## config.mk

```make
export PLATFORM = sky130hd
export DESIGN_NAME = nearest_sketch_curve_pick
export DESIGN_NICKNAME = d
export VERILOG_FILES = /design/src/design/ncp_pkg.sv /design/src/design/ncp_ctrl.sv /design/src/design/ncp_datapath.sv /design/src/design/nearest_sketch_curve_pick.sv
export SDC_FILE = /design/constraint.sdc
export NUM_CORES = 2
export LEC_CHECK = 0
export ABC_AREA = 1
export ABC_CLOCK_PERIOD_IN_PS = 22300
export BUFFER_PORTS_ARGS = -buffer_cell sky130_fd_sc_hd__buf_2
export CAP_MARGIN = 20
export CORE_UTILIZATION = 30
export CTS_BUF_LIST = sky130_fd_sc_hd__clkbuf_2
export CTS_CLUSTER_DIAMETER = 120
export DETAILED_ROUTE_END_ITERATION = 10
export GPL_TIMING_DRIVEN = 0
export PLACE_DENSITY = 0.53
export SLEW_MARGIN = 40
export SYNTH_ARGS = -nofsm -noshare
export SYNTH_HDL_FRONTEND = slang
export SYNTH_HIERARCHICAL = 1
export SYNTH_SLANG_ARGS = --single-unit
```

## constraint.sdc

```tcl
create_clock -name i_clk -period 22.3 [get_ports i_clk]
set_input_delay 2.23 -clock i_clk [delete_from_list [all_inputs] [get_ports i_clk]]
set_output_delay 2.23 -clock i_clk [all_outputs]
set_load 0.02 [all_outputs]
```

## src/design/ncp_pkg.sv

```systemverilog
// Shared types, codes and defaults for the nearest sketch curve pick block.
package ncp_pkg;

    localparam int COORD_BITS_DEF = 32;
    localparam int ID_BITS_DEF    = 16;
    // Quotient bits of the segment parameter (unsigned Q0.32).
    localparam int DIV_STEPS      = 32;

    typedef enum logic [1:0] {
        K_POINT   = 2'd0,
        K_SEGMENT = 2'd1,
        K_CIRCLE  = 2'd2,
        K_ARC     = 2'd3
    } t_kind;

    typedef enum logic [3:0] {
        OP_NONE,
        OP_LOAD,
        OP_MUL,
        OP_ACC_SET,
        OP_ACC_ADD,
        OP_SAVE_LEN2,
        OP_USE_END,
        OP_DIV,
        OP_OFF_X,
        OP_OFF_Y,
        OP_SQRT,
        OP_JUDGE
    } t_op;

    typedef enum logic [2:0] {
        MS_DXDX,
        MS_DYDY,
        MS_EXDX,
        MS_EYDY,
        MS_DXT,
        MS_DYT,
        MS_EXEX,
        MS_EYEY
    } t_msel;

    typedef enum logic [3:0] {
        S_IDLE,
        S_KIND,
        S_LEN_A,
        S_LEN_B,
        S_LEN_SAVE,
        S_DOT_A,
        S_DOT_B,
        S_DOT_CHK,
        S_OFF_X,
        S_OFF_Y,
        S_FIN_A,
        S_FIN_B,
        S_ROOT,
        S_WAIT,
        S_JUDGE,
        S_EMIT
    } t_state;

    typedef struct packed {
        t_op   op;
        t_msel sel;
        logic  emit;
    } t_cmd;

    typedef struct packed {
        logic busy;
        logic seg;
        logic last;
        logic acc_zero;
        logic dot_le0;
        logic dot_ge;
    } t_stat;

endpackage

```

## src/design/ncp_ctrl.sv

```systemverilog
// Controller state machine that sequences the distance datapath for each word.
module ncp_ctrl
    import ncp_pkg::*;
(
    input  logic  i_clk,
    input  logic  i_rst_n,
    input  logic  i_in_valid,
    output logic  o_in_ready,
    input  logic  i_out_free,
    input  t_stat i_stat,
    output t_cmd  o_cmd
);

    t_state r_state, n_state;
    t_state r_ret, n_ret;
    t_op    r_post, n_post;

    // State and return registers.
    always_ff @(posedge i_clk) begin
        if (!i_rst_n) begin
            r_state <= S_IDLE;
            r_ret   <= S_IDLE;
            r_post  <= OP_NONE;
        end else begin
            r_state <= n_state;
            r_ret   <= n_ret;
            r_post  <= n_post;
        end
    end

    // Next state and commands. A multiply, divide or root is started in one
    // state and waited for in S_WAIT, which then issues the follow-up operation.
    always_comb begin
        n_state    = r_state;
        n_ret      = r_ret;
        n_post     = r_post;
        o_in_ready = 1'b0;
        o_cmd.op   = OP_NONE;
        o_cmd.sel  = MS_DXDX;
        o_cmd.emit = 1'b0;
        unique case (r_state)
            S_IDLE: begin
                o_in_ready = 1'b1;
                if (i_in_valid) begin
                    o_cmd.op = OP_LOAD;
                    n_state  = S_KIND;
                end
            end
            S_KIND: begin
                n_state = i_stat.seg ? S_LEN_A : S_FIN_A;
            end
            S_LEN_A: begin
                o_cmd.op = OP_MUL; o_cmd.sel = MS_DXDX;
                n_post = OP_ACC_SET; n_ret = S_LEN_B; n_state = S_WAIT;
            end
            S_LEN_B: begin
                o_cmd.op = OP_MUL; o_cmd.sel = MS_DYDY;
                n_post = OP_ACC_ADD; n_ret = S_LEN_SAVE; n_state = S_WAIT;
            end
            S_LEN_SAVE: begin
                o_cmd.op = OP_SAVE_LEN2;
                n_state  = i_stat.acc_zero ? S_FIN_A : S_DOT_A;
            end
            S_DOT_A: begin
                o_cmd.op = OP_MUL; o_cmd.sel = MS_EXDX;
                n_post = OP_ACC_SET; n_ret = S_DOT_B; n_state = S_WAIT;
            end
            S_DOT_B: begin
                o_cmd.op = OP_MUL; o_cmd.sel = MS_EYDY;
                n_post = OP_ACC_ADD; n_ret = S_DOT_CHK; n_state = S_WAIT;
            end
            S_DOT_CHK: begin
                // Clamp to the start, clamp to the end, or divide for t.
                priority if (i_stat.dot_le0) begin
                    n_state = S_FIN_A;
                end else if (i_stat.dot_ge) begin
                    o_cmd.op = OP_USE_END;
                    n_state  = S_FIN_A;
                end else begin
                    o_cmd.op = OP_DIV;
                    n_post = OP_NONE; n_ret = S_OFF_X; n_state = S_WAIT;
                end
            end
            S_OFF_X: begin
                o_cmd.op = OP_MUL; o_cmd.sel = MS_DXT;
                n_post = OP_OFF_X; n_ret = S_OFF_Y; n_state = S_WAIT;
            end
            S_OFF_Y: begin
                o_cmd.op = OP_MUL; o_cmd.sel = MS_DYT;
                n_post = OP_OFF_Y; n_ret = S_FIN_A; n_state = S_WAIT;
            end
            S_FIN_A: begin
                o_cmd.op = OP_MUL; o_cmd.sel = MS_EXEX;
                n_post = OP_ACC_SET; n_ret = S_FIN_B; n_state = S_WAIT;
            end
            S_FIN_B: begin
                o_cmd.op = OP_MUL; o_cmd.sel = MS_EYEY;
                n_post = OP_ACC_ADD; n_ret = S_ROOT; n_state = S_WAIT;
            end
            S_ROOT: begin
                o_cmd.op = OP_SQRT;
                n_post = OP_NONE; n_ret = S_JUDGE; n_state = S_WAIT;
            end
            S_WAIT: begin
                if (!i_stat.busy) begin
                    o_cmd.op = r_post;
                    n_state  = r_ret;
                end
            end
            S_JUDGE: begin
                o_cmd.op = OP_JUDGE;
                n_state  = S_EMIT;
            end
            S_EMIT: begin
                // A last word waits here until the output register is free.
                if (!i_stat.last) begin
                    n_state = S_IDLE;
                end else if (i_out_free) begin
                    o_cmd.emit = 1'b1;
                    n_state    = S_IDLE;
                end
            end
            default: n_state = S_IDLE;
        endcase
    end

endmodule

```

## src/design/ncp_datapath.sv

```systemverilog
// Datapath: vector registers, shift-add multiplier, divider, square root and best tracker.
module ncp_datapath
    import ncp_pkg::*;
#(
    parameter int COORD_BITS = COORD_BITS_DEF,
    parameter int ID_BITS    = ID_BITS_DEF
) (
    input  logic                         i_clk,
    input  logic                         i_rst_n,
    input  t_cmd                         i_cmd,
    input  logic                         i_first,
    input  logic                         i_last,
    input  logic signed [COORD_BITS-1:0] i_px,
    input  logic signed [COORD_BITS-1:0] i_py,
    input  logic        [COORD_BITS-2:0] i_tol,
    input  logic        [1:0]            i_kind,
    input  logic signed [COORD_BITS-1:0] i_a,
    input  logic signed [COORD_BITS-1:0] i_b,
    input  logic signed [COORD_BITS-1:0] i_c,
    input  logic signed [COORD_BITS-1:0] i_d,
    input  logic        [ID_BITS-1:0]    i_id,
    output t_stat                        o_stat,
    output logic                         o_have_best,
    output logic        [ID_BITS-1:0]    o_best_id
);

    localparam int W  = COORD_BITS;
    localparam int MW = W + 2;                  // vector component width
    localparam int OW = (MW > DIV_STEPS) ? MW : DIV_STEPS; // multiplier operand
    localparam int PW = 2 * OW;                 // product width
    localparam int AW = PW + 2;                 // signed accumulator width
    localparam int RW = AW / 2;                 // root width
    localparam int CW = $clog2(RW + 1);

    function automatic logic [OW-1:0] magof(input logic signed [MW-1:0] v);
        logic [MW-1:0] m;
        m = v[MW-1] ? MW'(-v) : MW'(v);
        return OW'(m);
    endfunction

    function automatic logic signed [MW-1:0] sx(input logic signed [W-1:0] v);
        return {{2{v[W-1]}}, v};
    endfunction

    logic [1:0]             r_kind;
    logic                   r_last;
    logic signed [W-1:0]    r_c;
    logic [ID_BITS-1:0]     r_id;
    logic signed [MW-1:0]   r_ex, r_ey, r_dx, r_dy, r_fx, r_fy;
    logic [PW-1:0]          r_len2;
    logic signed [AW-1:0]   r_acc;
    logic [DIV_STEPS-1:0]   r_t;
    logic [PW-1:0]          r_prod;
    logic [OW-1:0]          r_mcand;
    logic                   r_pneg;
    logic                   r_busy;
    t_op                    r_run;
    logic [CW-1:0]          r_cnt;
    logic [AW-1:0]          r_rem;
    logic [AW-1:0]          r_sn;
    logic [OW+3:0]          r_srem;
    logic [RW-1:0]          r_root;
    logic [W-1:0]           r_best;
    logic [ID_BITS-1:0]     r_best_id;
    logic                   r_have;

    // Operand selection for a multiply.
    logic signed [MW-1:0] sa, sb;
    logic                 use_t;
    always_comb begin
        sa = r_dx; sb = r_dx; use_t = 1'b0;
        unique case (i_cmd.sel)
            MS_DXDX: begin sa = r_dx; sb = r_dx; end
            MS_DYDY: begin sa = r_dy; sb = r_dy; end
            MS_EXDX: begin sa = r_ex; sb = r_dx; end
            MS_EYDY: begin sa = r_ey; sb = r_dy; end
            MS_DXT:  begin sa = r_dx; use_t = 1'b1; end
            MS_DYT:  begin sa = r_dy; use_t = 1'b1; end
            MS_EXEX: begin sa = r_ex; sb = r_ex; end
            MS_EYEY: begin sa = r_ey; sb = r_ey; end
            default: begin sa = r_dx; sb = r_dx; end
        endcase
    end

    // One multiplier step, the signed product, and the rounded segment offset.
    logic [OW:0]          mul_sum;
    logic signed [AW-1:0] prod_s;
    logic [PW:0]          off_sum;
    logic [MW-1:0]        off;
    always_comb begin
        mul_sum = {1'b0, r_prod[PW-1:OW]} + (r_prod[0] ? {1'b0, r_mcand} : '0);
        prod_s  = r_pneg ? -$signed(AW'(r_prod)) : $signed(AW'(r_prod));
        off_sum = {1'b0, r_prod} + ((PW+1)'(1) << (DIV_STEPS - 1));
        off     = off_sum[DIV_STEPS +: MW];
    end

    // Restoring division step and square root step.
    logic [AW-1:0]  div_sh;
    logic           div_ge;
    logic [OW+3:0]  sq_cur, sq_trial;
    logic           sq_ge;
    always_comb begin
        div_sh   = {r_rem[AW-2:0], 1'b0};
        div_ge   = div_sh >= {2'b00, r_len2};
        sq_cur   = {r_srem[OW+1:0], r_sn[AW-1:AW-2]};
        sq_trial = {1'b0, r_root, 2'b01};
        sq_ge    = sq_cur >= sq_trial;
    end

    // Final distance: to the root, or to the rim, saturated.
    logic signed [RW+1:0] rim_diff;
    logic [RW+1:0]        dsel;
    logic [W-1:0]         cur_dist;
    always_comb begin
        rim_diff = $signed({2'b00, r_root}) - $signed((RW+2)'(r_c));
        dsel     = (r_kind[1]) ? (rim_diff[RW+1] ? (RW+2)'(-rim_diff) : (RW+2)'(rim_diff))
                               : {2'b00, r_root};
        cur_dist = (|dsel[RW+1:W]) ? '1 : dsel[W-1:0];
    end

    // Control registers: unit busy flag, counter and the best so far.
    always_ff @(posedge i_clk) begin
        if (!i_rst_n) begin
            r_busy    <= 1'b0;
            r_run     <= OP_NONE;
            r_cnt     <= '0;
            r_best    <= '0;
            r_best_id <= '0;
            r_have    <= 1'b0;
        end else begin
            if (r_busy) begin
                r_cnt <= r_cnt - 1'b1;
                if (r_cnt == CW'(1)) r_busy <= 1'b0;
            end
            unique case (i_cmd.op)
                OP_MUL:  begin r_busy <= 1'b1; r_run <= OP_MUL;  r_cnt <= CW'(OW); end
                OP_DIV:  begin r_busy <= 1'b1; r_run <= OP_DIV;  r_cnt <= CW'(DIV_STEPS); end
                OP_SQRT: begin r_busy <= 1'b1; r_run <= OP_SQRT; r_cnt <= CW'(RW); end
                OP_LOAD: begin
                    if (i_first) begin
                        r_best    <= {1'b0, i_tol};
                        r_best_id <= '0;
                        r_have    <= 1'b0;
                    end
                end
                OP_JUDGE: begin
                    if (cur_dist <= r_best) begin
                        r_best    <= cur_dist;
                        r_best_id <= r_id;
                        r_have    <= 1'b1;
                    end
                end
                default: ;
            endcase
        end
    end

    // Payload registers.
    always_ff @(posedge i_clk) begin
        if (r_busy) begin
            unique case (r_run)
                OP_MUL:  r_prod <= {mul_sum, r_prod[OW-1:1]};
                OP_DIV: begin
                    r_rem <= div_ge ? div_sh - {2'b00, r_len2} : div_sh;
                    r_t   <= {r_t[DIV_STEPS-2:0], div_ge};
                end
                OP_SQRT: begin
                    r_srem <= sq_ge ? sq_cur - sq_trial : sq_cur;
                    r_root <= {r_root[RW-2:0], sq_ge};
                    r_sn   <= {r_sn[AW-3:0], 2'b00};
                end
                default: ;
            endcase
        end
        unique case (i_cmd.op)
            OP_LOAD: begin
                r_kind <= i_kind;
                r_last <= i_last;
                r_c    <= i_c;
                r_id   <= i_id;
                r_ex   <= sx(i_px) - sx(i_a);
                r_ey   <= sx(i_py) - sx(i_b);
                r_dx   <= sx(i_c) - sx(i_a);
                r_dy   <= sx(i_d) - sx(i_b);
                r_fx   <= sx(i_px) - sx(i_c);
                r_fy   <= sx(i_py) - sx(i_d);
            end
            OP_MUL: begin
                r_mcand <= magof(sa);
                r_prod  <= PW'(use_t ? OW'(r_t) : magof(sb));
                r_pneg  <= sa[MW-1] ^ (sb[MW-1] & ~use_t);
            end
            OP_ACC_SET:   r_acc  <= prod_s;
            OP_ACC_ADD:   r_acc  <= r_acc + prod_s;
            OP_SAVE_LEN2: r_len2 <= PW'(r_acc);
            OP_USE_END: begin
                r_ex <= r_fx;
                r_ey <= r_fy;
            end
            OP_DIV: begin
                r_rem <= AW'(r_acc);
                r_t   <= '0;
            end
            OP_OFF_X: r_ex <= r_pneg ? r_ex + $signed(off) : r_ex - $signed(off);
            OP_OFF_Y: r_ey <= r_pneg ? r_ey + $signed(off) : r_ey - $signed(off);
            OP_SQRT: begin
                r_sn   <= AW'(r_acc);
                r_srem <= '0;
                r_root <= '0;
            end
            default: ;
        endcase
    end

    // Status towards the controller.
    always_comb begin
        o_stat.busy     = r_busy;
        o_stat.seg      = (r_kind == K_SEGMENT);
        o_stat.last     = r_last;
        o_stat.acc_zero = (r_acc == '0);
        o_stat.dot_le0  = r_acc[AW-1] || (r_acc == '0);
        o_stat.dot_ge   = r_acc >= $signed({2'b00, r_len2});
    end

    assign o_have_best = r_have;
    assign o_best_id   = r_best_id;

endmodule

```

## src/design/nearest_sketch_curve_pick.sv

```systemverilog
// Top level of the nearest sketch primitive pick: stream ports, output register, checks.
//
// Each input word carries the pointer, the pick tolerance and one primitive (point,
// segment, circle or arc); the block keeps the nearest primitive within tolerance,
// ties going to the later word, and after a word marked by tlast it offers one result
// word with the hit flag and id. Words are handled one at a time by a single
// shift-add multiplier (one bit per cycle), a restoring divider and a digit-by-digit
// square root. A point, circle or arc needs two products and the root, a segment
// clamped to an end six products and the root, and an interior segment eight
// products, the divide and the root. A pending result does not hold off the next
// input word; only a further last word waits for it.
module nearest_sketch_curve_pick
    import ncp_pkg::*;
#(
    parameter int COORD_BITS = COORD_BITS_DEF,
    parameter int ID_BITS    = ID_BITS_DEF,
    localparam int IN_BITS   = 7 * COORD_BITS + 1 + ID_BITS,
    localparam int IN_W      = ((IN_BITS + 7) / 8) * 8,
    localparam int OUT_W     = ((1 + ID_BITS + 7) / 8) * 8
) (
    input  logic             i_clk,
    input  logic             i_rst_n,
    input  logic             i_s_axis_tvalid,
    output logic             o_s_axis_tready,
    // pointer_x, pointer_y, pick_tolerance, prim_kind, coord_a, coord_b, coord_c,
    // coord_d, prim_id, zero fill
    input  logic [IN_W-1:0]  i_s_axis_tdata,
    input  logic             i_s_axis_tuser,   // first_item
    input  logic             i_s_axis_tlast,   // last_item
    output logic             o_m_axis_tvalid,
    input  logic             i_m_axis_tready,
    // hit_found, hit_id, zero fill
    output logic [OUT_W-1:0] o_m_axis_tdata
);

    localparam int W = COORD_BITS;

    t_cmd               cmd;
    t_stat              stat;
    logic               have_best;
    logic [ID_BITS-1:0] best_id;
    logic               r_out_valid;
    logic               r_found;
    logic [ID_BITS-1:0] r_hit_id;

    ncp_ctrl u_ctrl (
        .i_clk      (i_clk),
        .i_rst_n    (i_rst_n),
        .i_in_valid (i_s_axis_tvalid),
        .o_in_ready (o_s_axis_tready),
        .i_out_free (!r_out_valid || i_m_axis_tready),
        .i_stat     (stat),
        .o_cmd      (cmd)
    );

    ncp_datapath #(
        .COORD_BITS (COORD_BITS),
        .ID_BITS    (ID_BITS)
    ) u_dp (
        .i_clk       (i_clk),
        .i_rst_n     (i_rst_n),
        .i_cmd       (cmd),
        .i_first     (i_s_axis_tuser),
        .i_last      (i_s_axis_tlast),
        .i_px        (i_s_axis_tdata[0 +: W]),
        .i_py        (i_s_axis_tdata[W +: W]),
        .i_tol       (i_s_axis_tdata[2*W +: W-1]),
        .i_kind      (i_s_axis_tdata[3*W-1 +: 2]),
        .i_a         (i_s_axis_tdata[3*W+1 +: W]),
        .i_b         (i_s_axis_tdata[4*W+1 +: W]),
        .i_c         (i_s_axis_tdata[5*W+1 +: W]),
        .i_d         (i_s_axis_tdata[6*W+1 +: W]),
        .i_id        (i_s_axis_tdata[7*W+1 +: ID_BITS]),
        .o_stat      (stat),
        .o_have_best (have_best),
        .o_best_id   (best_id)
    );

    // Output word register.
    always_ff @(posedge i_clk) begin
        if (!i_rst_n) begin
            r_out_valid <= 1'b0;
        end else if (cmd.emit) begin
            r_out_valid <= 1'b1;
        end else if (i_m_axis_tready) begin
            r_out_valid <= 1'b0;
        end
    end

    always_ff @(posedge i_clk) begin
        if (cmd.emit) begin
            r_found  <= have_best;
            r_hit_id <= have_best ? best_id : '0;
        end
    end

    assign o_m_axis_tvalid = r_out_valid;
    assign o_m_axis_tdata  = OUT_W'({r_hit_id, r_found});

    // No input word is taken while an arithmetic unit is running.
    a_no_accept_busy : assert property (@(posedge i_clk) disable iff (!i_rst_n)
        stat.busy |-> !o_s_axis_tready)
        else $error("input accepted while datapath busy");

    // An issued result is shown in the next cycle.
    a_emit_shows : assert property (@(posedge i_clk) disable iff (!i_rst_n)
        cmd.emit |=> o_m_axis_tvalid)
        else $error("result not presented after emit");

    // A miss reports id zero.
    a_miss_id_zero : assert property (@(posedge i_clk) disable iff (!i_rst_n)
        (o_m_axis_tvalid && !r_found) |-> (r_hit_id == '0))
        else $error("miss with non-zero id");

endmodule

```

# Word-level counts from Yosys, hierarchy flattened
# Cells that the tools add are included.
# word_totals
reg_bits,828
latchBits,0
ram_bits,0
rom_bits,0
in_bits,254
out_inout_bits,26
word_cells,217
n_memories,0
# classes
add_sub_neg,21
multipliers,0
div,0
order_cmp,4
n_eq_ne,45
n_shift,0
n_mux,69
bitwise_logic,3
n_reduce_logical,42
# ops
op,count
34-bit case mux with 3 select lines,3
70-bit two-way mux,4
69-bit two-way mux,4
68-bit two-way mux,3
32-bit by 32-bit subtractor with 33-bit output,6
34-bit two-way mux,5
70-bit case mux with 2 select lines,1
34-bit case mux with 4 select lines,1
32-bit two-way mux,3
37-bit two-way mux,2
70-bit adder,1
70-bit by 68-bit greater-or-equal comparator with 1-bit output,1
70-bit by 69-bit greater-or-equal comparator with 1-bit output,1
70-bit zero test,1
68-bit negator with 70-bit output,1
69-bit by 68-bit subtractor with 69-bit output,1
34-bit adder,2
34-bit negator,2
34-bit subtractor,2
66-bit by 32-bit adder with 66-bit output (second input constant),1
32-bit case mux with 2 select lines,1
4-bit == test (second input constant),13
4-bit two-way mux,12
4-bit case mux with 10 select lines,1
51 further kinds,112

# Logic depth before layout (Yosys ltp)
# depth
word_depth,9
ltp_mapped,43
mapped_depth_nobuf,41

# Cells and area by module
# Netlist, hierarchy kept.
# by_module_without_submodules
module,n_inst,cells_per_inst,area_per_inst_um2,seq_area_each_um2
ncp_datapath,1,9625,69142.6,22191.3
ncp_ctrl,1,151,885.8,240.2
nearest_sketch_curve_pick,1,66,778.2,530.5

# Worst setup path before layout
# OpenSTA, ideal clock, no wires.
# synth_path
path_kind,input-to-reg
startpoint,input port i_s_axis_tvalid
endpoint,"register u_dp.r_best_id[10], in the netlist u_dp/o_best_id[10]"
setup_time_ps,132
t_arrival_ps,12581
required_ps,22168
slack_ps,9587
stages,11
n_path_buf,2
cell_sequence,nand2_1 > nand4_1 > inv_1 > nor2_1 > inv_1 > nor2_1 > a21oi_1 > clkbuf_1 > buf_1 > nand2_1 > a21oi_1
# synth_lines
element,line_no,text
from (decl),nearest_sketch_curve_pick.sv:23,"input logic i_s_axis_tvalid,"
to (signal assigned),ncp_datapath.sv:149,r_best_id <= r_id;
to (decl),ncp_datapath.sv:64,logic [ID_BITS-1:0] r_best_id;

# Worst setup path after layout
# layout_path
startpoint,register u_dp.r_root[0]
endpoint,"register u_dp.r_best_id[7], in the netlist u_dp/o_best_id[7]"
# layout_between
elab_chain_cells,9
# layout_rtl
element,line_no,text
from (decl),ncp_datapath.sv:62,logic [RW-1:0] r_root;
from (signal assigned),ncp_datapath.sv:169,"r_root <= {r_root[RW-2:0], sq_ge};"
36-bit by 32-bit subtractor with 37-bit output,ncp_datapath.sv:115,"rim_diff = $signed({2'b00, r_root}) - $signed((RW+2)'(r_c));"
37-bit negator,ncp_datapath.sv:116,dsel = (r_kind[1]) ? (rim_diff[RW+1] ? (RW+2)'(-rim_diff) : (RW+2)'(rim_diff))
37-bit two-way mux,ncp_datapath.sv:116,
37-bit two-way mux *,ncp_datapath.sv:116,
5-bit OR reduction,ncp_datapath.sv:118,cur_dist = (|dsel[RW+1:W]) ? '1 : dsel[W-1:0];
32-bit two-way mux *,ncp_datapath.sv:118,
32-bit less-or-equal comparator *,ncp_datapath.sv:147,if (cur_dist <= r_best) begin
2-bit by 1-bit inequality test with 1-bit output (no source line) *,--,
3-bit AND reduction (no source line) *,--,
# Mark *: on every way between the ends. The rest lies on a longest branch, timed or not.
# A chain may end at the register's enable or synchronous reset.

==> results.sh <==
export IMPL_finalWorstPathRequiredPeriod_ns=8.127
export IMPL_fmax_ghz=0.1231
export IMPL_regToRegStartpoint="u_dp/r_root[0]$_SDFFE_PP0P_"
export IMPL_fillers=25500
export IMPL_via_per_inst=5.126
export IMPL_ys_seq_area_share_pct=32.43
export IMPL_ys_flop_type="edfxtp_1"
export IMPL_routedWlPerCell_um=20.37
export IMPL_ir_drop_mv=0.04026
export IMPL_synth_cell_types=73
export IMPL_cp_required_ns=23.95
export IMPL_p_int_mw=2.733
export IMPL_hold_buffers=0
export IMPL_cts_setup_buffers=0
export IMPL_grt_pass1_vias=67667
export IMPL_antenna_found_initial=13
export IMPL_cts_made_buffers=233
export IMPL_hold_class="register to register"
export IMPL_clockBufferDepth=3
export IMPL_relSlewSlack_pct=17.99
export IMPL_synthTopCellsByArea="edfxtp_1 (27%), nand2_1 (11%), ha_1 (11%)"
export IMPL_max_stage_delay_ns=0.59
export IMPL_status="finished, final reports clean"
export IMPL_globalRoute_totalOverflow=0
export IMPL_dp_hpwl_mm=233.9
export IMPL_finalWeightedCongestion=0.9953
export IMPL_crit_arrival_ns=9.78
export IMPL_die_h_um=487.8
export IMPL_fin_crit_sh_pct=36.44
export IMPL_syn2layout_area_growth_pct=11.62
export IMPL_nets=11262
export IMPL_drive_gt1_share_pct=8.288
export IMPL_finalMaxSlewViolations=0
export IMPL_crit_top_cell="nand2_1"
export IMPL_slowest_stage="nor4_1"
export IMPL_power_switching_mw=1.872
export IMPL_syn_inst=9842
export IMPL_postLayoutSetupSlackWorst_ns=14.17
export IMPL_grt_max_degree=39
export IMPL_hold_viol=0
export IMPL_drt_total_wl_mm=279.6
export IMPL_cts_tree="built"
export IMPL_cts_clk_slew_worst_paths_ns=0.11
export IMPL_placement_rows=177
export IMPL_synthesis_area_mm2=0.07081
export IMPL_start_util_pct=30.31
export IMPL_async_flop_share_pct=0
export IMPL_ctsResizeCount=0
export IMPL_synth_edff_count=648
export IMPL_syn_avg_cell_area_um2=7.194
export IMPL_cellPowerDensity_mw_per_mm2=58.27
export IMPL_io_buffers=265
export IMPL_dr_total_vias=70347
export IMPL_drc=0
export IMPL_tightest_slew_ns=1.230
export IMPL_pwr_share_comb_pct=33.0
export IMPL_first_iter_violations=5671
export IMPL_die_w_um=487.8
export IMPL_crit_fanout=10
export IMPL_final_setup_skew_ns=0.1892
export IMPL_grt_pass1_wl_mm=413.0
export IMPL_yosysTopAreaCell="edfxtp_1"
export IMPL_antenna_left=0
export IMPL_finalSetupViolations=0
export IMPL_leakage_nw=36.63
export IMPL_p_seq_share_pct=41.4
export IMPL_dpl_worst_slack_ns=14.37
export IMPL_synth_top_area_share_pct=27.48
export IMPL_clock_sinks=823
export IMPL_grt_total_usage_pct=22.85
export IMPL_drtPass1Iterations=6
export IMPL_holdWs_ns=0.4236
export IMPL_clock_latency_ns=1.83
export IMPL_synth_seq_cells=823
export IMPL_rsz0062_at_grt="no"
export IMPL_critPathKind="register to register"
export IMPL_coreArea_mm2=0.2336
export IMPL_htreeDepth=4
export IMPL_worstHoldStart="u_dp/r_fy[8]$_DFFE_PP_"
export IMPL_cts_root_buf="clkbuf_2"
export IMPL_ioPinCount=280
export IMPL_ys_warn_count=6
export IMPL_drv_cap=0
export IMPL_dieArea_mm2=0.2380
export IMPL_worst_setup_path_start_kind="register"
export IMPL_cp_end_kind="register"
export IMPL_crit_start="u_dp/r_root[0]$_SDFFE_PP0P_"
export IMPL_swShare_pct=40.65
export IMPL_clkPwrFrac_pct=25.6
[worst max-delay path, delay by kind of cell (launching register included)]
kind,cells,cell delay (ns)
simple gates,23,3.76
compound gates,5,1.34
buf+inv,6,1.32
fa+ha+maj,3,1.14
flops,1,0.39
[cell usage in the layout, fill, tap and decap left out, types with 93 or more instances in the layout]
master	n
xor2_1	336
ha_1	611
nand4_1	141
inv_1	1537
xnor2_1	126
buf_2	289
edfxtp_1	648
a21oi_1	904
dfxtp_1	175
nand2_1	2146
clkbuf_1	161
nor2_1	816
o21ai_0	729
clkbuf_2	338
o211ai_1	123
nand3_1	385
a31oi_1	143
o22ai_1	93
nor3_1	106
[kinds of logic (layout without fill, tap and decap cells)]
kind of cell,after synthesis,after routing,share of synthesized area [%]
AO/OA/AOI/OAI,2345,2345,18.65
XOR/XNOR,465,465,5.752
AND/OR/NAND/NOR,3788,3788,22.26
multiplexers,1,1,0.01414
flip-flops,823,823,32.43
other,1,17,0.005296
adder cells (fa/ha/maj),623,623,11.14
buffers and inverters,1796,2529,9.751
[stage by stage]
stage / util, % / cell area (um^2) / std cells / TNS [ns] / total power, mW
floorplan: - / 70830 / 9848 / 0 / 2.904
CTS: 33.81 / 79000 / 13713 / 0 / 4.640
global placement: 32.56 / 76070 / 13245 / -5.387 / 3.429
detailed placement: 32.88 / 76810 / 13282 / 0 / 3.433
finish: 33.83 / 79030 / 13723 / 0 / 4.605
global route: 33.83 / 79030 / 13722 / 0 / 4.900
[layer usage]
layer	wire length (um)	vias up	track usage, %
li1	-	34499	-
met1	127200	33033	30.57
met2	124800	2317	36.84
met3	15560	490	3.001
met4	12010	8	9.423
met5	45	-	0
[path summary, 6_finish.rpt]
kind | end | slack, ns | depth (start not counted)
max | u_dp/o_best_id[7]$_SDFFE_PN0P_ | 14.17 | 37
min | u_dp/r_ey[8]$_DFFE_PP_ | 0.42 | 2
max reg2reg | u_dp/o_best_id[7]$_SDFFE_PN0P_ | 14.17 | 37
min reg2reg | u_dp/r_ey[8]$_DFFE_PP_ | 0.42 | 2
[Yosys cell counts, drive strengths merged, types with 63 or more instances]
| cell | count |
|---|---|
| nor3 | 114 |
| o21ai | 800 |
| nand3 | 388 |
| o22ai | 94 |
| ha | 611 |
| o211ai | 123 |
| a21oi | 906 |
| nand2 | 2165 |
| inv | 1552 |
| xnor2 | 128 |
| nor2 | 844 |
| a31oi | 143 |
| dfxtp | 175 |
| nand4 | 141 |
| edfxtp | 648 |
| xor2 | 337 |
| buf | 63 |
| clkbuf | 178 |
[flip-flops by register name, indices dropped and copies added, names as in the netlist, 33 cells and up]
name	cells
u_dp/r_acc	70
u_dp/r_dx	33
u_dp/r_dy	33
u_dp/r_ex	34
u_dp/r_ey	34
u_dp/r_fx	33
u_dp/r_fy	33
u_dp/r_len2	68
u_dp/r_mcand	34
u_dp/r_prod	68
u_dp/r_rem	69
u_dp/r_root	35
u_dp/r_sn	70
u_dp/r_srem	36
[power groups by stage]
stage	Sequential [mW]	Combinational (mW)	Clock (mW)
floorplan	1.89	1.01	0
global placement	1.97	1.46	0
detailed placement	1.94	1.49	0
CTS	1.91	1.50	1.23
global route	1.91	1.69	1.30
finish	1.91	1.52	1.18
[cell type report]
type | instances | area [um^2] | area share [%]
Multi-Input combinational cell | 7229 | 41090 | 52.00
Sequential cell | 823 | 22960 | 29.05
Inverter | 1555 | 5837 | 7.385
Tap cell | 3132 | 3919 | 4.958
Timing Repair Buffer | 302 | 1917 | 2.425
Clock buffer | 324 | 1622 | 2.052
Buffer | 241 | 1096 | 1.387
Clock inverter | 107 | 561.8 | 0.7108
Antenna cell | 10 | 25.02 | 0.03166
Power figures use the tool's default switching activity.
